--- config.mk ---
export PLATFORM = sky130hd
export DESIGN_NAME = dual_attack_release_envelope_flat
export DESIGN_NICKNAME = d
export VERILOG_FILES = /design/src/rtl/core/dare_pkg.sv /design/src/rtl/core/dare_in_if.sv /design/src/rtl/core/dare_out_if.sv /design/src/rtl/core/dare_div.sv /design/src/rtl/core/dare_tick_eval.sv /design/src/rtl/core/dual_attack_release_envelope.sv /design/src/flat_wrapper.sv
export SDC_FILE = /design/constraint.sdc
export NUM_CORES = 1
export LEC_CHECK = 0
export BUFFER_PORTS_ARGS = -buffer_cell sky130_fd_sc_hd__buf_2
export CAP_MARGIN = 20
export CORE_UTILIZATION = 65
export CTS_CLUSTER_SIZE = 28
export DETAILED_ROUTE_END_ITERATION = 16
export PLACE_DENSITY_LB_ADDON = 0.08
export REMOVE_ABC_BUFFERS = 1
export SLEW_MARGIN = 20
export SYNTH_ARGS = -nofsm -noshare
export SYNTH_HDL_FRONTEND = slang
export SYNTH_SLANG_ARGS = --single-unit
--- constraint.sdc ---
create_clock -name clk -period 18.7 [get_ports clk]
set_clock_uncertainty 0.05 [all_clocks]
set_input_delay 1.87 -clock clk [delete_from_list [all_inputs] [get_ports clk]]
set_output_delay 1.87 -clock clk [all_outputs]
set_load 0.02 [all_outputs]
--- src/rtl/core/dare_pkg.sv ---
// Shared types and constants for the dual attack-release envelope.
// No dependencies.
`default_nettype none

package dare_pkg;

    // Configuration register widths and indexes
    localparam int CFG_W     = 24;
    localparam int CFG_IDX_W = 2;

    localparam logic [CFG_IDX_W-1:0] REG_ATTACK_A  = 2'd0;
    localparam logic [CFG_IDX_W-1:0] REG_RELEASE_A = 2'd1;
    localparam logic [CFG_IDX_W-1:0] REG_ATTACK_B  = 2'd2;
    localparam logic [CFG_IDX_W-1:0] REG_RELEASE_B = 2'd3;

    localparam logic [CFG_W-1:0] DURATION_RESET = 24'd1000;

    typedef enum logic [1:0] {
        ST_IDLE,
        ST_EVAL,
        ST_DIV,
        ST_DONE
    } seq_state_t;

    // Decisions for one channel on one tick
    typedef struct packed {
        logic active;      // channel does anything this tick
        logic phase_next;  // 1 = attack
        logic div_go;      // level comes from a division
        logic env_clr;     // level goes to zero (trigger or release over)
    } tick_ctl_t;

endpackage

`default_nettype wire

--- src/rtl/core/dare_in_if.sv ---
// Input channel: one tick beat carrying a trigger bit per channel.
// No dependencies.
`default_nettype none

interface dare_in_if;
    logic valid;
    logic ready;
    logic trigger_a;
    logic trigger_b;

    modport source (output valid, output trigger_a, output trigger_b, input ready);
    modport sink   (input valid, input trigger_a, input trigger_b, output ready);
endinterface

`default_nettype wire

--- src/rtl/core/dare_out_if.sv ---
// Output channel: one beat of levels and attack flags per tick.
// No dependencies.
`default_nettype none

interface dare_out_if #(
    parameter int LEVEL_W = 17
);
    logic               valid;
    logic               ready;
    logic [LEVEL_W-1:0] level_a;
    logic [LEVEL_W-1:0] level_b;
    logic               attacking_a;
    logic               attacking_b;

    modport source (output valid, output level_a, output level_b,
                    output attacking_a, output attacking_b, input ready);
    modport sink   (input valid, input level_a, input level_b,
                    input attacking_a, input attacking_b, output ready);
endinterface

`default_nettype wire

--- src/rtl/core/dare_div.sv ---
// Radix-2 restoring divider for fractions num/den with num <= den.
// Produces one integer bit and Q_W-1 fraction bits, one bit per cycle.
`default_nettype none

module dare_div #(
    parameter int NUM_W = 24,
    parameter int Q_W   = 17
) (
    input  wire logic             clk,
    input  wire logic             rst_n,
    input  wire logic             start,
    input  wire logic [NUM_W-1:0] num,
    input  wire logic [NUM_W-1:0] den,
    output logic                  done,
    output logic [Q_W-1:0]        quo
);

    localparam int CNT_W = $clog2(Q_W + 1);

    logic [NUM_W:0]   rem_reg, rem_next;
    logic [NUM_W-1:0] den_reg;
    logic [Q_W-1:0]   quo_reg, quo_next;
    logic [CNT_W-1:0] cnt_reg;
    logic             busy_reg;
    logic             done_reg;
    logic             ge;
    logic [NUM_W:0]   diff;

    always_comb
    begin
        ge       = rem_reg >= {1'b0, den_reg};
        diff     = ge ? (rem_reg - {1'b0, den_reg}) : rem_reg;
        // diff < den here, so the shift cannot overflow
        rem_next = {diff[NUM_W-1:0], 1'b0};
        quo_next = {quo_reg[Q_W-2:0], ge};
    end

    always_ff @(posedge clk or negedge rst_n)
    begin
        if (!rst_n)
        begin
            busy_reg <= 1'b0;
            done_reg <= 1'b0;
            cnt_reg  <= '0;
        end
        else
        begin
            done_reg <= 1'b0;
            if (start)
            begin
                busy_reg <= 1'b1;
                cnt_reg  <= '0;
            end
            else if (busy_reg)
            begin
                cnt_reg <= cnt_reg + CNT_W'(1);
                if (cnt_reg == CNT_W'(Q_W - 1))
                begin
                    busy_reg <= 1'b0;
                    done_reg <= 1'b1;
                end
            end
        end
    end

    always_ff @(posedge clk)
    begin
        if (start)
        begin
            rem_reg <= {1'b0, num};
            den_reg <= den;
        end
        else if (busy_reg)
        begin
            rem_reg <= rem_next;
            quo_reg <= quo_next;
        end
    end

    assign done = done_reg;
    assign quo  = quo_reg;

endmodule

`default_nettype wire

--- src/rtl/core/dare_tick_eval.sv ---
// Phase and tick-count decisions for one channel on one tick.
// Uses dare_pkg; drives the divider operands.
`default_nettype none

module dare_tick_eval #(
    parameter int TIME_BITS = 24
) (
    input  wire logic                    trig,
    input  wire logic [TIME_BITS-1:0]    ticks,
    input  wire logic                    phase,
    input  wire logic                    env_nz,
    input  wire logic [dare_pkg::CFG_W-1:0] atk,
    input  wire logic [dare_pkg::CFG_W-1:0] rel,
    output dare_pkg::tick_ctl_t          ctl,
    output logic [TIME_BITS-1:0]         ticks_next,
    output logic [dare_pkg::CFG_W-1:0]   num,
    output logic [dare_pkg::CFG_W-1:0]   den
);

    localparam int CW = (TIME_BITS > dare_pkg::CFG_W) ? TIME_BITS : dare_pkg::CFG_W;

    logic [TIME_BITS-1:0] t0, t1;
    logic [CW-1:0]        t0w, t1w, aw, rw;
    logic                 ph0, ph1, att_lt, enter_rel, rel_lt, rel_gt;

    always_comb
    begin
        t0        = trig ? '0 : ticks;
        ph0       = trig | phase;
        t0w       = CW'(t0);
        aw        = CW'(atk);
        rw        = CW'(rel);
        att_lt    = ph0 && (t0w < aw);
        enter_rel = ph0 && (t0w > aw);
        ph1       = ph0 & ~enter_rel;
        t1        = enter_rel ? '0 : t0;
        t1w       = CW'(t1);
        rel_lt    = !ph1 && (t1w < rw);
        rel_gt    = !ph1 && (t1w > rw);

        // saturating tick count
        ticks_next = (t1 == '1) ? t1 : (t1 + TIME_BITS'(1));

        // t1 below the duration, so it fits the register width
        num = att_lt ? dare_pkg::CFG_W'(t1w) : (rel - dare_pkg::CFG_W'(t1w));
        den = att_lt ? atk : rel;

        ctl.active     = trig | env_nz | phase;
        ctl.phase_next = ph1;
        ctl.div_go     = att_lt | rel_lt;
        ctl.env_clr    = trig | rel_gt;
    end

endmodule

`default_nettype wire

--- src/rtl/core/dual_attack_release_envelope.sv ---
// Dual linear attack-release envelope, one tick per input beat.
// Each beat goes through channel A, then channel B, in the evaluate state, with a divide
// state for each channel that divides; each division yields FRAC_BITS+1 quotient bits on
// one shared divider. The next beat is taken as soon as the sequencer is idle, even
// while the previous result still waits in the output register.
// Reset (rst_n, async low): durations to 1000, both channels idle at level zero.
`default_nettype none

module dual_attack_release_envelope #(
    parameter int TIME_BITS = 24,
    parameter int FRAC_BITS = 16
) (
    input  wire logic                           clk,
    input  wire logic                           rst_n,
    input  wire logic                           cfg_we,
    input  wire logic [dare_pkg::CFG_IDX_W-1:0] cfg_index,
    input  wire logic [dare_pkg::CFG_W-1:0]     cfg_data,
    dare_in_if.sink                             in_ch,
    dare_out_if.source                          out_ch
);

    localparam int LEVEL_W = FRAC_BITS + 1;
    localparam logic [LEVEL_W-1:0] FULL_SCALE = LEVEL_W'(1) << FRAC_BITS;

    // ---------------------------------------------------------------
    // Configuration: attack/release lengths per channel (0 = A, 1 = B)
    // ---------------------------------------------------------------
    logic [dare_pkg::CFG_W-1:0] atk_reg [2];
    logic [dare_pkg::CFG_W-1:0] rel_reg [2];

    always_ff @(posedge clk or negedge rst_n)
    begin
        if (!rst_n)
        begin
            for (int i = 0; i < 2; i++)
            begin
                atk_reg[i] <= dare_pkg::DURATION_RESET;
                rel_reg[i] <= dare_pkg::DURATION_RESET;
            end
        end
        else if (cfg_we)
        begin
            case (cfg_index)
                dare_pkg::REG_ATTACK_A:  atk_reg[0] <= cfg_data;
                dare_pkg::REG_RELEASE_A: rel_reg[0] <= cfg_data;
                dare_pkg::REG_ATTACK_B:  atk_reg[1] <= cfg_data;
                dare_pkg::REG_RELEASE_B: rel_reg[1] <= cfg_data;
                default: ;
            endcase
        end
    end

    // ---------------------------------------------------------------
    // Channel state
    // ---------------------------------------------------------------
    logic [TIME_BITS-1:0] ticks_reg [2];
    logic                 phase_reg [2];
    logic [LEVEL_W-1:0]   env_reg   [2];
    logic                 trig_reg  [2];

    dare_pkg::seq_state_t state_reg, state_next;
    logic                 chan_reg;   // channel being worked on

    // Output register, decouples the sequencer from the sink
    logic               out_valid_reg;
    logic [LEVEL_W-1:0] level_a_reg, level_b_reg;
    logic               attacking_a_reg, attacking_b_reg;

    // ---------------------------------------------------------------
    // Per-tick decisions for the selected channel
    // ---------------------------------------------------------------
    dare_pkg::tick_ctl_t        ctl;
    logic [TIME_BITS-1:0]       ticks_next;
    logic [dare_pkg::CFG_W-1:0] div_num, div_den;

    dare_tick_eval #(
        .TIME_BITS (TIME_BITS)
    ) u_eval (
        .trig       (trig_reg[chan_reg]),
        .ticks      (ticks_reg[chan_reg]),
        .phase      (phase_reg[chan_reg]),
        .env_nz     (env_reg[chan_reg] != '0),
        .atk        (atk_reg[chan_reg]),
        .rel        (rel_reg[chan_reg]),
        .ctl        (ctl),
        .ticks_next (ticks_next),
        .num        (div_num),
        .den        (div_den)
    );

    // ---------------------------------------------------------------
    // Shared divider: level = num * 2^FRAC_BITS / den
    // ---------------------------------------------------------------
    logic               div_start;
    logic               div_done;
    logic [LEVEL_W-1:0] div_quo;

    dare_div #(
        .NUM_W (dare_pkg::CFG_W),
        .Q_W   (LEVEL_W)
    ) u_div (
        .clk   (clk),
        .rst_n (rst_n),
        .start (div_start),
        .num   (div_num),
        .den   (div_den),
        .done  (div_done),
        .quo   (div_quo)
    );

    // ---------------------------------------------------------------
    // Sequencer
    // ---------------------------------------------------------------
    logic in_accept;
    logic load_out;
    logic chan_step;   // finished with the current channel

    always_comb
    begin
        in_accept = 1'b0;
        div_start = 1'b0;
        load_out  = 1'b0;
        chan_step = 1'b0;
        case (state_reg)
            dare_pkg::ST_IDLE: in_accept = in_ch.valid;
            dare_pkg::ST_EVAL:
            begin
                div_start = ctl.active & ctl.div_go;
                chan_step = ~div_start;
            end
            dare_pkg::ST_DIV:  chan_step = div_done;
            dare_pkg::ST_DONE: load_out  = ~out_valid_reg | out_ch.ready;
            default: ;
        endcase
    end

    always_comb
    begin
        state_next = state_reg;
        case (state_reg)
            dare_pkg::ST_IDLE:
                if (in_ch.valid)
                    state_next = dare_pkg::ST_EVAL;
            dare_pkg::ST_EVAL:
                if (div_start)
                    state_next = dare_pkg::ST_DIV;
                else if (chan_reg)
                    state_next = dare_pkg::ST_DONE;
            dare_pkg::ST_DIV:
                if (div_done)
                    state_next = chan_reg ? dare_pkg::ST_DONE : dare_pkg::ST_EVAL;
            dare_pkg::ST_DONE:
                if (load_out)
                    state_next = dare_pkg::ST_IDLE;
            default: state_next = dare_pkg::ST_IDLE;
        endcase
    end

    always_ff @(posedge clk or negedge rst_n)
    begin
        if (!rst_n)
        begin
            state_reg <= dare_pkg::ST_IDLE;
            chan_reg  <= 1'b0;
            for (int i = 0; i < 2; i++)
            begin
                ticks_reg[i] <= '0;
                phase_reg[i] <= 1'b0;
                env_reg[i]   <= '0;
                trig_reg[i]  <= 1'b0;
            end
        end
        else
        begin
            state_reg <= state_next;
            if (in_accept)
            begin
                trig_reg[0] <= in_ch.trigger_a;
                trig_reg[1] <= in_ch.trigger_b;
                chan_reg    <= 1'b0;
            end
            else if (chan_step)
                chan_reg <= 1'b1;

            // Idle channel: nothing changes
            if (state_reg == dare_pkg::ST_EVAL && ctl.active)
            begin
                ticks_reg[chan_reg] <= ticks_next;
                phase_reg[chan_reg] <= ctl.phase_next;
                if (ctl.env_clr)
                    env_reg[chan_reg] <= '0;
            end

            if (state_reg == dare_pkg::ST_DIV && div_done)
                env_reg[chan_reg] <= div_quo;
        end
    end

    // ---------------------------------------------------------------
    // Output beat
    // ---------------------------------------------------------------
    always_ff @(posedge clk or negedge rst_n)
    begin
        if (!rst_n)
            out_valid_reg <= 1'b0;
        else if (load_out)
            out_valid_reg <= 1'b1;
        else if (out_ch.ready)
            out_valid_reg <= 1'b0;
    end

    always_ff @(posedge clk)
    begin
        if (load_out)
        begin
            level_a_reg     <= env_reg[0];
            level_b_reg     <= env_reg[1];
            attacking_a_reg <= phase_reg[0];
            attacking_b_reg <= phase_reg[1];
        end
    end

    assign in_ch.ready        = (state_reg == dare_pkg::ST_IDLE);
    assign out_ch.valid       = out_valid_reg;
    assign out_ch.level_a     = level_a_reg;
    assign out_ch.level_b     = level_b_reg;
    assign out_ch.attacking_a = attacking_a_reg;
    assign out_ch.attacking_b = attacking_b_reg;

    // ---------------------------------------------------------------
    // Assertions
    // ---------------------------------------------------------------
    a_accept_starts_a: assert property (@(posedge clk) disable iff (!rst_n)
        in_ch.valid && in_ch.ready |=> state_reg == dare_pkg::ST_EVAL && !chan_reg)
        else $error("accepted beat did not start on channel A");

    a_div_done_in_div: assert property (@(posedge clk) disable iff (!rst_n)
        div_done |-> state_reg == dare_pkg::ST_DIV)
        else $error("divider finished outside of the divide state");

    a_level_range: assert property (@(posedge clk) disable iff (!rst_n)
        env_reg[0] <= FULL_SCALE && env_reg[1] <= FULL_SCALE)
        else $error("envelope level above full scale");

    a_load_when_free: assert property (@(posedge clk) disable iff (!rst_n)
        load_out |=> out_valid_reg && state_reg == dare_pkg::ST_IDLE)
        else $error("result load did not present a beat");

endmodule

`default_nettype wire

--- src/flat_wrapper.sv ---
// flat-port wrapper written by rule: the top's interface ports become plain ports
module dual_attack_release_envelope_flat 
#(
    parameter int TIME_BITS = 24,
    parameter int FRAC_BITS = 16
)
  (clk, rst_n, cfg_we, cfg_index, cfg_data, in_ch_valid, in_ch_trigger_a, in_ch_trigger_b, in_ch_ready, out_ch_valid, out_ch_level_a, out_ch_level_b, out_ch_attacking_a, out_ch_attacking_b, out_ch_ready);
  dare_in_if in_ch_i ();
  dare_out_if #(.LEVEL_W((FRAC_BITS + 1))) out_ch_i ();
  input  wire logic clk;
  input  wire logic rst_n;
  input  wire logic cfg_we;
  input  wire logic [dare_pkg::CFG_IDX_W-1:0] cfg_index;
  input  wire logic [dare_pkg::CFG_W-1:0] cfg_data;
  input wire logic [$bits(in_ch_i.valid)-1:0] in_ch_valid;
  input wire logic [$bits(in_ch_i.trigger_a)-1:0] in_ch_trigger_a;
  input wire logic [$bits(in_ch_i.trigger_b)-1:0] in_ch_trigger_b;
  output wire logic [$bits(in_ch_i.ready)-1:0] in_ch_ready;
  output wire logic [$bits(out_ch_i.valid)-1:0] out_ch_valid;
  output wire logic [$bits(out_ch_i.level_a)-1:0] out_ch_level_a;
  output wire logic [$bits(out_ch_i.level_b)-1:0] out_ch_level_b;
  output wire logic [$bits(out_ch_i.attacking_a)-1:0] out_ch_attacking_a;
  output wire logic [$bits(out_ch_i.attacking_b)-1:0] out_ch_attacking_b;
  input wire logic [$bits(out_ch_i.ready)-1:0] out_ch_ready;
  assign in_ch_i.valid = in_ch_valid;
  assign in_ch_i.trigger_a = in_ch_trigger_a;
  assign in_ch_i.trigger_b = in_ch_trigger_b;
  assign in_ch_ready = in_ch_i.ready;
  assign out_ch_valid = out_ch_i.valid;
  assign out_ch_level_a = out_ch_i.level_a;
  assign out_ch_level_b = out_ch_i.level_b;
  assign out_ch_attacking_a = out_ch_i.attacking_a;
  assign out_ch_attacking_b = out_ch_i.attacking_b;
  assign out_ch_i.ready = out_ch_ready;
  dual_attack_release_envelope #(.TIME_BITS(TIME_BITS), .FRAC_BITS(FRAC_BITS)) u_core (.clk(clk), .rst_n(rst_n), .cfg_we(cfg_we), .cfg_index(cfg_index), .cfg_data(cfg_data), .in_ch(in_ch_i), .out_ch(out_ch_i));
endmodule
# [After elaboration in Yosys (flattened, before gate mapping)]
# Index checks and enable logic that the tools add are counted.
# W data, S select, Z words.
[word_totals] ff_bits=295 wordCells=145
[op_classes] n_eq_ne=12 n_reduce_logical=20 magnitude_cmp=7 muxes=61 bitwise=15 n_addsub=4
[op_table] op="$mux W24" n=18
[op_table] op="$mux W34" n=3
[op_table] op="$mux W17" n=4
[op_table] op="$bwmux W48" n=1
[op_table] op="$gt A24 B24 Y1" n=2
[op_table] op="$lt A24 B24 Y1" n=2
[op_table] op="$sub A24 B24 Y24" n=2
[op_table] op="$and A34 B34 Y34" n=1
[op_table] op="$bwmux W34" n=1
[op_table] op="$not A34 Y34" n=1
[op_table] op="$ge A25 B24 Y1" n=1
[op_table] op="$add A24 B1 Y24 const B" n=1
[op_table] op="$demux W24 S1" n=1
[op_table] op="$eq A24 B24 Y1 const B" n=1
[op_table] op="$mux W1" n=20
[op_table] op="$demux W17 S1" n=1
[op_table] op="$reduce_bool A17 Y1" n=1
[op_table] op="$mux W2" n=6
[op_table] op="$mux W5" n=2
[op_table] op="$reduce_and A2 Y1" n=5
[op_table] op="$eq A2 B2 Y1 const B" n=4
[op_table] op="$pmux W2 S4" n=1
[op_table] op="$logic_and A1 B1 Y1" n=7
[op_table] op="$or A1 B1 Y1" n=6
[op_table] op="other kinds (18)" n=27

# [Depth between registers and ports, before layout]
# Gate-level depths: netlist (run 1).
[depth] depth_word=17 depth_mapped=28 mapped_depth_nobuf=20

# [Modules after synthesis]
# A second synthesis (run 1) with hierarchy kept.
[hier_totals] hier_cells=1491 area_unflattened_um2=16778.6
[modules_own_cells] mod="dual_attack_release_envelope" area_per_inst_um2=9152.5 instances=1 seq_area_each_um2=5765.5 cells_each=610
[modules_own_cells] mod="dare_div" area_per_inst_um2=4194.0 instances=1 seq_area_each_um2=2147.1 cells_each=392
[modules_own_cells] mod="dare_tick_eval" area_per_inst_um2=3432.0 instances=1 seq_area_each_um2=0.0 cells_each=489

# [Worst setup path after synthesis (run 1)]
# No wires, ideal clock.
[synth_timing] path_kind="reg2reg" startpoint="register u_core.chan_reg" endpoint="register u_core.u_div.rem_reg[14], data pin" arrival_ns=7.242 path_stages_with_launch=27 t_required_ns=18.333 period_less_slack_ns=7.610 setup_time_ns=0.317 n_path_buf=10 slack_ns=11.090 cell_sequence="dfrtp_1 > buf_6 > buf_6 > buf_6 > buf_4 > clkbuf_1 > buf_1 > buf_2 > mux2i_1 > ha_1 > nand4_1 > nor4_1 > o21ai_0 > a211oi_1 > clkbuf_1 > clkbuf_1 > nor2_1 > ha_1 > fa_1 > nand2b_1 > a211o_1 > a211o_1 > nand2_1 > a21oi_1 > o32ai_1 > clkbuf_1 > a22oi_1"
[synth_via] elab_chain_cells=15 elab_cells_between_ends=40 cone_classes="add/sub: 1; order compare: 3; mux: 23; bitwise: 8; reduce/logical: 5"
[synth_rtl] item="start, declared" line_no="dual_attack_release_envelope.sv:62" source="logic chan_reg;"
[synth_rtl] item="start signal, assigned" line_no="dual_attack_release_envelope.sv:164" source="chan_reg <= 1'b0;"
[synth_rtl] item="start signal, assigned" line_no="dual_attack_release_envelope.sv:180" source="chan_reg <= 1'b0;"
[synth_rtl] item="start signal, assigned" line_no="dual_attack_release_envelope.sv:183" source="chan_reg <= 1'b1;"
[synth_rtl] item="$not A1 Y2 (not written as such) (*)"
[synth_rtl] item="parallel branches: the longest is 11 deep, another holds $gt A24 B24 Y1"
[synth_rtl] item="$and A1 B1 Y1 (*)" line_no="dual_attack_release_envelope.sv:128" source="div_start = ctl.active & ctl.div_go;"
[synth_rtl] item="$mux W1 (*)" line_no="dual_attack_release_envelope.sv:124" source="case (state_reg)"
[synth_rtl] item="via u_core.div_start" line_no="dual_attack_release_envelope.sv:94" source="logic div_start;"
[synth_rtl] item="$mux W24 (*)" line_no="dare_div.sv:68" source="if (start)"
[synth_rtl] item="end signal, assigned" line_no="dare_div.sv:70" source="rem_reg <= {1'b0, num};"
[synth_rtl] item="end signal, assigned" line_no="dare_div.sv:75" source="rem_reg <= rem_next;"
[synth_rtl] item="end, declared" line_no="dare_div.sv:20" source="logic [NUM_W:0] rem_reg, rem_next;"
# Mark *: on every way through the listed nets, which the timed path passes. The select of a mux whose other input is x is not followed.
# A chain may end at the register's enable or synchronous reset.

# [Final worst setup path (run 1)]
[layout_timing] startpoint="register u_core.chan_reg" endpoint="register u_core.u_div.rem_reg[17], enable pin"
[layout_via] elab_chain_cells=15 elab_cells_between_ends=38 cone_classes="order compare: 3; mux: 21; bitwise: 8; reduce/logical: 6"
[layout_rtl] item="$not A1 Y2 (not written as such) (*)"
[layout_rtl] item="parallel branches: the longest is 11 deep, another holds $gt A24 B24 Y1"
[layout_rtl] item="$and A1 B1 Y1 (*)" line_no="dual_attack_release_envelope.sv:128"
[layout_rtl] item="$mux W1 (*)" line_no="dual_attack_release_envelope.sv:124"
[layout_rtl] item="$reduce_bool A2 Y1 (no line) (*)"
# Mark *: on every way between the ends. The select of a mux whose other input is x is not followed.

==> results.sh, run 1 <==
export IMPL_run_status="complete, no violations"
export IMPL_hold_buffers=0
export IMPL_synth_edff_count=101
export IMPL_slew_viol_final=0
export IMPL_drc=0
export IMPL_reg2reg_from="u_core.chan_reg"
export IMPL_port_buffer_count=70
export IMPL_power_leakage_nw=7.48
export IMPL_cts_buffers=30
export IMPL_start_kind="flip-flop"
export IMPL_gr_usage_all_layers_pct=33.5
export IMPL_hold_class="flip-flop to flip-flop"
export IMPL_ff2ff_setup_slack_ps=10950
export IMPL_wirelength_um=41900
export IMPL_vdd_drop_max_mv=0.124
export IMPL_placed_area_um2=16900
export IMPL_die_h_um=160
export IMPL_post_dp_hpwl_um=29900
export IMPL_clockRootBuffer="clkbuf_16"
export IMPL_finalHoldViolations=0
export IMPL_path_clk_slew_ps=60
export IMPL_crit_fanout=56
export IMPL_drtIter0Drc=1172
export IMPL_ant_nets=0
export IMPL_p_total_mw=3.35
export IMPL_pre_cts_ws_ps=11130
export IMPL_tightest_slew_ps=1010
export IMPL_clock_fmax_mhz=129
export IMPL_rsz0062_at_grt="no"
export IMPL_core_area_um2=24400
export IMPL_dieArea_um2=25600
export IMPL_ys_seq_elements=295
export IMPL_setup_viol=0
export IMPL_end_kind="flip-flop"
export IMPL_ys_async_sr_fraction_pct=65.4
export IMPL_num_rows=57
export IMPL_synth_distinct_cells=81
export IMPL_grt_pass1_vias=12000
export IMPL_route_vias_total=12200
export IMPL_grt_ovfl_total=0
export IMPL_drv_cap=0
export IMPL_yosys_warnings=0
export IMPL_h_tree_depth=1
export IMPL_cp_required_ps=18840
export IMPL_worst_r2r_path_depth=19
export IMPL_syn_area_per_cell_um2=11.0
export IMPL_die_x_um=160
export IMPL_grt_pass1_wl_um=66800
export IMPL_min_period_over_period_pct=41.5
export IMPL_path_class="flip-flop to flip-flop"
export IMPL_gp_congestion=0.949
export IMPL_synth_area_um2=16200
export IMPL_rr_endpoint="u_core.u_div.rem_reg[17]"
export IMPL_arrival_ps=7900
export IMPL_hold_depth=0
export IMPL_vias_per_cell=6.49
export IMPL_n_antenna_cell=0
export IMPL_finalCriticalPeriod_ps=7750
export IMPL_antenna_found_initial=0
export IMPL_drt_pass1_iter_count=5
export IMPL_powerDensity_nw_per_um2=188
export IMPL_clockBufferDepth=3
export IMPL_nNetsFinal=1643
export IMPL_ios=71
export IMPL_post_cts_buffers=0
export IMPL_drive_above_1_share_pct=21.0
export IMPL_setup_ws_ps=10950
export IMPL_synth_top_flop_cell="dfrtp_1"
export IMPL_wl_per_cell_um=22.4
export IMPL_fin_setup_tns_ps=0
export IMPL_grt_start_max_net_pins=118
export IMPL_holdPathEnd="u_core.out_ch.attacking_a"
export IMPL_ys_seq_area_share_pct=48.8
export IMPL_netlist_instances=1472
export IMPL_cts_tree="yes"
export IMPL_ctsResizeCount=0
export IMPL_cts_sinks=295
export IMPL_start_util_pct=66.5
export IMPL_fin_area_um2=17800
export IMPL_clk_latency_ps=560
export IMPL_slew_headroom_pct=32.7
export IMPL_synthToLayoutAreaGrowth_pct=9.91
export IMPL_hold_start="u_core.phase_reg[1]"
==> worst max-delay path: stages, from the launching register on <==
cell and delay [ps]:
dfrtp_4 800, buf_4 740, mux2i_1 200, nor2_1 420, ha_1 350, a41oi_1 210
o21ai_0 130, a22o_1 210, nor3_1 410, a211o_1 880, nand2_1 220, ha_1 440
and4_1 290, nand3_1 120, a211o_1 270, nand2_1 170, a21oi_1 140, o32ai_4 290
buf_4 390, or2_2 580
==> report_power, final <==
| group | switching, mW | internal (mW) | total [mW] |
|---|---|---|---|
| clock | 0.253 | 0.329 | 0.582 |
| combinational | 1.10 | 0.638 | 1.73 |
| sequential | 0.111 | 0.928 | 1.04 |
==> logic make-up after synthesis <==
logic type      Yosys count  share of synthesized area (%)
compound gates          332                           14.2
xor+xnor                 53                           2.86
fa+ha+maj                82                           6.42
buf+inv                 106                           2.67
flops                   295                           48.8
mux                     188                           12.7
simple gates            416                           12.4
==> synthesized netlist by cell type, types with 17 or more instances <==
library cell	count	share of area (%)
ha_1	80	6.2
o21ai_0	64	2.0
mux2i_1	51	3.1
nor2_1	92	2.1
inv_1	44	1.0
edfxtp_1	101	19
a22o_1	44	2.4
clkbuf_1	46	1.1
nand2b_1	17	0.66
xor2_1	27	1.5
dfrtp_1	169	26
a21oi_1	73	2.3
mux2_2	137	9.5
dfstp_2	24	3.9
nand2_1	162	3.7
xnor2_1	26	1.4
nand3_1	24	0.74
==> cell usage in the layout (no fill, tap or decap), drive strengths merged, types with 11 or more instances in the layout <==
| cell | instances |
|---|---|
| clkbuf | 40 |
| a211oi | 15 |
| ha | 80 |
| nand2b | 17 |
| nor4 | 17 |
| a21oi | 73 |
| buf | 84 |
| nand3 | 24 |
| mux2i | 51 |
| mux2 | 137 |
| o211ai | 11 |
| nand2 | 162 |
| a21o | 14 |
| a31oi | 15 |
| o31ai | 15 |
| a22o | 44 |
| inv | 46 |
| dfrtp | 169 |
| nand4 | 18 |
| xnor2 | 26 |
| edfxtp | 101 |
| o21ai | 66 |
| nor2 | 92 |
| xor2 | 27 |
| dfstp | 24 |
| nor3 | 15 |
==> metal layers <==
metal | global-route usage, % | routed length (um) | vias up
met4 | 12.3 | 1700 | 0
met3 | 3.64 | 2540 | 95
met2 | 54.3 | 19700 | 493
met1 | 46.9 | 18000 | 6028
met5 | 0 | 0 | -
li1 | - | - | 5568
==> worst max path at each step <==
stage | start | to | slack (ps) | cells after the start
after floorplan | u_core.chan_reg | u_core.u_div.quo[0] | 5210 | 17
after global placement | u_core.chan_reg | u_core.u_div.rem_reg[17] | 11260 | 19
after CTS | u_core.chan_reg | u_core.u_div.rem_reg[17] | 11060 | 19
final | u_core.chan_reg | u_core.u_div.rem_reg[17] | 10950 | 19
after global routing | u_core.chan_reg | u_core.u_div.rem_reg[1] | 10440 | 19
after detailed placement | u_core.chan_reg | u_core.u_div.rem_reg[17] | 11130 | 19
==> through the flow <==
step / utilization [%] / hold slack [ps] / std cells
after floorplan: - / 389 / 1411
after global placement: 69.1 / 406 / 1820
after detailed placement: 69.2 / 418 / 1820
after CTS: 73.1 / 434 / 1876
after global routing: 73.1 / 447 / 1876
final: 73.1 / 435 / 1876
==> final cells by class <==
cell class              count  area [um2]
clock buffers              39         795
clock inverters            17         161
fillers                  1737        6560
inverters                  45         169
multi-input cells        1071        7910
flip-flops and latches    295        7920
well taps                 324         405
repair buffers             85         472
Note: power is estimated with default switching activity, not from simulation.
==> inputs of run 2 (changes only) <==
- CORE_UTILIZATION: 65 -> 62
- clock period: 18.7 -> 7.67 ns (I/O delays scaled with it)
==> run 2 against run 1 <==
Combinational power rose by 140%. Highest routed layer unchanged. Largest cell class unchanged. Non-clock buffer count rose by 14. Critical path type unchanged. First-iteration DRC count fell by 15%. Routed wire length fell by 5.5%.
==> results.sh, run 2 (synthesized netlist as in run 1, its figures left out) <==
export IMPL_run_status="complete, no violations"
export IMPL_crit_chain="nor2b_1 -> a22oi_1 -> inv_1 -> ha_1 -> a41oi_1 -> o21ai_0 -> a22o_1 -> nor3_1 -> a211o_2 -> nand2_1 -> ha_1 -> a21o_1 -> a221oi_1 -> o21ai_0 -> a31o_2 -> a21o_1 -> o21ai_0 -> nand3_1 -> a22o_1"
export IMPL_start_util_pct=63.9
export IMPL_tightest_slew_ps=922
export IMPL_p_sw_mw=3.40
export IMPL_num_rows=58
export IMPL_post_dp_hpwl_um=28700
export IMPL_grt_pass1_wl_um=62800
export IMPL_cts_sinks=295
export IMPL_setup_viol=0
export IMPL_n_antenna_cell=0
export IMPL_h_tree_depth=1
export IMPL_placed_area_um2=17000
export IMPL_slew_headroom_pct=38.6
export IMPL_clockRootBuffer="clkbuf_16"
export IMPL_slew_viol_final=0
export IMPL_gp_congestion=0.959
export IMPL_met2_length_um=19000
export IMPL_pwr_share_clk_pct=18.6
export IMPL_power_leakage_nw=7.61
export IMPL_dieArea_um2=26800
export IMPL_cp_required_ps=8070
export IMPL_synthToLayoutAreaGrowth_pct=11.1
export IMPL_core_area_um2=25400
export IMPL_arrival_ps=7440
export IMPL_p_seq_share_pct=30.9
export IMPL_fin_area_um2=18000
export IMPL_wirelength_um=39700
export IMPL_route_vias_total=11900
export IMPL_grt_pass1_vias=11700
export IMPL_vias_per_cell=6.27
export IMPL_antenna_found_initial=0
export IMPL_p_comb_share_pct=50.5
export IMPL_gr_usage_all_layers_pct=30.2
export IMPL_fin_util_pct=71.0
export IMPL_cts_tree="yes"
export IMPL_ios=71
export IMPL_cts_buffers=31
export IMPL_wl_met3_um=2080
export IMPL_path_clk_slew_ps=60
export IMPL_path_buf_inv=1
export IMPL_fillers=1903
export IMPL_p_int_mw=4.73
export IMPL_die_h_um=164
export IMPL_drv_cap=0
export IMPL_path_class="flip-flop to flip-flop"
export IMPL_drt_pass1_iter_count=5
export IMPL_nNetsFinal=1658
export IMPL_die_x_um=164
export IMPL_slowest_delay_ps=740
export IMPL_drtIter0Drc=1000
export IMPL_slowest_stage="nor2b_1"
export IMPL_final_cell_mix="dfrtp_1 (168), nand2_1 (162), mux2_2 (137)"
export IMPL_clockBufferDepth=3
export IMPL_finalCriticalPeriod_ps=7050
export IMPL_hold_class="primary input to async pin"
export IMPL_drive_above_1_share_pct=21.8
export IMPL_ant_nets=0
export IMPL_grt_start_max_net_pins=75
export IMPL_finalHoldViolations=0
export IMPL_rsz0062_at_grt="no"
export IMPL_vdd_drop_max_mv=0.264
export IMPL_crit_top_cell="o21ai_0"
export IMPL_clock_fmax_mhz=142
export IMPL_path_delay_family="compound AO/OA/AOI/OAI gates"
export IMPL_crit_fanout=31
export IMPL_grt_ovfl_total=0
export IMPL_drc=0
export IMPL_end_kind="flip-flop"
export IMPL_port_buffer_count=70
export IMPL_wl_met1_um=16900
export IMPL_sw_frac_of_total_pct=41.8
export IMPL_top_layer="met4"
export IMPL_clk_latency_ps=570
export IMPL_min_period_over_period_pct=91.9
export IMPL_hold_buffers=0
export IMPL_powerDensity_nw_per_um2=452
export IMPL_start_kind="flip-flop"
export IMPL_final_common_cell="dfrtp_1"
export IMPL_wl_per_cell_um=20.9
## run 2: cell count changes in the layout (fill, tap and decap cells not counted), sizes merged
| cell | change |
|---|---|
| inv | +1 |
| clkinv | +3 |
| buf | +14 |
| bufinv | +2 |
| clkinvlp | -4 |
## run 2: area by class of cell
class / instances / area, um2 / area share, %
sequential: 295 / 7920 / 43.9
tap: 330 / 413 / 2.29
multi-input combinational: 1071 / 7910 / 43.9
inverter: 45 / 169 / 0.937
timing repair buffer: 99 / 589 / 3.27
clock buffer: 39 / 826 / 4.58
clock inverter: 19 / 201 / 1.12
## run 2: power by group through the flow
stage	combinational (mW)	sequential (mW)	clock, mW
after floorplan	2.88	2.57	0
after global placement	3.96	2.52	0
after detailed placement	4.04	2.53	0
after CTS	4.07	2.51	1.54
after global routing	4.49	2.56	1.59
final	4.11	2.51	1.51
## run 2: stage by stage
stage | instances | hold WS, ps | setup TNS, ps | setup slack (ps) | power [mW]
final | 1898 | 112 | 0 | 622 | 8.14
after floorplan | 1411 | 389 | -501580 | -5820 | 5.46
after global routing | 1898 | 131 | 0 | 172 | 8.64
after global placement | 1839 | 409 | 0 | 696 | 6.47
after detailed placement | 1840 | 417 | 0 | 432 | 6.57
after CTS | 1898 | 111 | 0 | 417 | 8.12
## run 2: path summary, 6_finish.rpt
check                                    start                   endpoint  slack (ps)  cells past startpoint
max reg2reg                    u_core.chan_reg                  flip-flop         620                     19
max                            u_core.chan_reg                  flip-flop         620                     19
min in group clk               in_ch_trigger_a         u_core.trig_reg[1]         380                      2
min reg2reg                u_core.phase_reg[1]  u_core.out_ch.attacking_a         430                      0
min                                      rst_n                  async pin         110                      1
max in group asynchronous                rst_n         u_core.atk_reg[11]        6150                      2
## run 2: timing repair
item                       CTS  global route
gates resized for setup      0             1
setup endpoints to repair    0            47
setup buffers                0             0
## run 2: per-layer routing
metal,GRT usage (%),vias to the layer above
met5,0,-
met4,12.1,0
met3,3.81,102
met2,50.7,388
met1,39.8,5815
li1,-,5602
## run 2: worst reg2reg max path, cell delays in order (launching register included)
cell and delay [ps]:
dfrtp_4 700, nor2b_1 750, a22oi_1 340, inv_1 170
ha_1 270, a41oi_1 180, o21ai_0 120, a22o_1 210
nor3_1 500, a211o_2 600, nand2_1 190, ha_1 390
a21o_1 230, a221oi_1 320, o21ai_0 180, a31o_2 290
a21o_1 140, o21ai_0 240, nand3_1 640, a22o_1 420
==> inputs of run 3 (changes only) <==
- ABC_AREA: unset -> 1
- CORE_UTILIZATION: 62 -> 63
==> run 3 against run 2 <==
The flow now finishes with violations (design-rule violations). Sequential cell count is the same. Register-to-register slack improved by 320 ps. Hold slack barely moved.
==> results.sh, run 3 <==
export IMPL_ys_seq_elements=295
export IMPL_cp_required_ps=8080
export IMPL_multi_input_area_um2=7720
export IMPL_route_vias_total=14200
export IMPL_cts_tree="yes"
export IMPL_vias_per_cell=5.85
export IMPL_nNetsFinal=2186
export IMPL_netlist_instances=2020
export IMPL_h_tree_depth=1
export IMPL_synth_top_flop_cell="dfrtp_1"
export IMPL_die_h_um=165
export IMPL_yosysTopAreaCellShare_pct=25.4
export IMPL_gp_congestion=1.02
export IMPL_drc=2
export IMPL_slew_viol_final=0
export IMPL_clk_latency_ps=570
export IMPL_rsz0062_at_grt="no"
export IMPL_yosysTopAreaCell="dfrtp_1"
export IMPL_cts_buffers=30
export IMPL_clockRootBuffer="clkbuf_16"
export IMPL_path_clk_slew_ps=60
export IMPL_wirelength_um=45800
export IMPL_tightest_slew_ps=1060
export IMPL_synth_area_um2=16700
export IMPL_path_buf_inv=4
export IMPL_ys_top_cells_by_area="dfrtp_1 (25%), edfxtp_1 (18%), nand2_1 (14%)"
export IMPL_num_rows=59
export IMPL_slew_headroom_pct=29.3
export IMPL_synth_edff_count=101
export IMPL_drt_pass1_iter_count=12
export IMPL_start_util_pct=64.2
export IMPL_reg2reg_from="u_core.chan_reg"
export IMPL_fin_area_um2=18300
export IMPL_fin_setup_tns_ps=0
export IMPL_seq_area_um2=7920
export IMPL_grt_pass1_vias=13500
export IMPL_gr_usage_all_layers_pct=34.6
export IMPL_fin_util_pct=70.4
export IMPL_slowest_stage="nand2_1"
export IMPL_fillers=2131
export IMPL_drtIter0Drc=1669
export IMPL_crit_fanout=46
export IMPL_synthToLayoutAreaGrowth_pct=9.72
export IMPL_crit_top_cell="nand2_1"
export IMPL_core_area_um2=26000
export IMPL_grt_ovfl_total=0
export IMPL_netlist_top_cells_count="nand2_1 (638), o21ai_0 (238), inv_1 (190)"
export IMPL_path_class="flip-flop to flip-flop"
export IMPL_worst_r2r_path_depth=26
export IMPL_placed_area_um2=17300
export IMPL_ys_seq_area_share_pct=47.5
export IMPL_ys_async_sr_fraction_pct=65.4
export IMPL_power_leakage_nw=8.75
export IMPL_post_dp_hpwl_um=33800
export IMPL_ff2ff_setup_slack_ps=940
export IMPL_end_kind="flip-flop"
export IMPL_antenna_found_initial=2
export IMPL_arrival_ps=7130
export IMPL_finalHoldViolations=0
export IMPL_hold_class="primary input to async pin"
export IMPL_synth_most_common_cell="nand2_1"
export IMPL_p_total_mw=8.09
export IMPL_synth_distinct_cells=53
export IMPL_violations="design-rule violations"
export IMPL_port_buffer_count=70
export IMPL_drive_above_1_share_pct=11.1
export IMPL_n_antenna_cell=0
export IMPL_setup_viol=0
export IMPL_cts_sinks=295
export IMPL_powerDensity_nw_per_um2=442
export IMPL_slowest_delay_ps=720
export IMPL_wl_per_cell_um=18.9
export IMPL_yosys_warnings=0
export IMPL_clockBufferDepth=3
export IMPL_min_period_over_period_pct=87.7
export IMPL_run_status="finished, violations left"
export IMPL_start_kind="flip-flop"
export IMPL_post_cts_buffers=0
export IMPL_ios=71
export IMPL_rr_endpoint="u_core.u_div.cnt_reg[0]"
export IMPL_finalCriticalPeriod_ps=6730
export IMPL_drv_cap=0
export IMPL_grt_start_max_net_pins=72
export IMPL_hold_buffers=0
export IMPL_final_cell_mix="nand2_1 (637), o21ai_0 (238), inv_1 (190)"
export IMPL_ctsResizeCount=0
export IMPL_syn_area_per_cell_um2=8.25
export IMPL_hold_ws_ps=112
export IMPL_ant_nets=0
export IMPL_path_delay_family="simple AND/OR/NAND/NOR gates"
export IMPL_clock_fmax_mhz=149
export IMPL_grt_pass1_wl_um=72200
export IMPL_die_x_um=165
export IMPL_dieArea_um2=27100
export IMPL_final_common_cell="nand2_1"
export IMPL_vdd_drop_max_mv=0.346
## run 3: cell types whose count changed in the layout (fill, tap and decap cells not counted), moves of 11 or more
cell and change:
o31ai_1 -12, a22o_1 -44, nand3_2 +12, o21ai_0 +174
inv_1 +146, nand2b_1 -16, mux2i_1 -25, a31oi_1 -11
mux2_2 -135, a211oi_1 -13, nand3_1 +60, nand2_1 +475
## run 3: layout make-up
cell class	instances	area share, %
Multi-Input combinational cell	1452	42.2
Sequential cell	295	43.3
Tap cell	335	2.29
Timing Repair Buffer	94	2.95
Inverter	198	4.06
Clock inverter	14	0.581
Clock buffer	42	4.68
## run 3: worst reg2reg max path, stage by stage (launching register included)
cell and delay (ps):
dfrtp_4 500, inv_2 70, or2_1 100, o21ai_2 140, inv_2 600, nor2_1 210
ha_1 360, nand2_1 70, nor2_1 180, nand4_1 170, nor2_1 180, nand3_1 110
nand3_1 140, buf_4 440, nand2_1 320, ha_1 420, nand2_1 90, nor2_1 270
nand2_1 80, nor2_1 150, nand4_1 100, o211ai_1 170, nand2_1 90, nand3_1 100
buf_4 370, nand2_1 730, o21ai_0 400
## run 3: where the power goes
part / leakage, nW / internal, mW / switching (mW) / total [mW]
Combinational: 4.79 / 1.32 / 2.91 / 4.23
Clock: 0.484 / 0.785 / 0.614 / 1.40
Sequential: 3.48 / 2.25 / 0.214 / 2.46
Total: 8.75 / 4.35 / 3.74 / 8.09
## run 3: worst max-delay path by stage
| stage | from | end | cells after the start |
|---|---|---|---|
| 3_5_place_dp | u_core.chan_reg | u_core.u_div.cnt_reg[0] | 26 |
| 5_1_grt | u_core.chan_reg | u_core.u_div.cnt_reg[0] | 26 |
| 3_3_place_gp | u_core.chan_reg | u_core.u_div.rem_reg[4] | 25 |
| 4_1_cts | u_core.chan_reg | flip-flop | 25 |
| 2_1_floorplan | u_core.chan_reg | u_core.u_div.quo[0] | 29 |
| 6_report | u_core.chan_reg | u_core.u_div.cnt_reg[0] | 26 |
## run 3: routing by layer
metal  share of wire [%]  up-vias  GRT usage (%)
met5                   0        -              0
met4                 2.6        0           9.63
met3                 7.5       73           4.90
met2                  47      537           56.9
met1                  42     6827           47.8
li1                    -     6790              -
## run 3: per-stage QoR
stage | cells | setup slack (ps)
3_3_place_gp | 2374 | 1310
4_1_cts | 2430 | 1020
6_report | 2430 | 943
2_1_floorplan | 1945 | -2500
5_1_grt | 2430 | 427
3_5_place_dp | 2374 | 1110
## run 3: cells by family (layout without fill, tap and decap cells)
logic type	after synthesis	count (layout)	synth area share, %
simple gates	906	906	22.8
compound gates	398	398	13.5
flops	295	295	47.5
buf+inv	273	348	6.33
fa+ha+maj	82	82	6.24
xor+xnor	38	38	2.00
mux	28	28	1.70
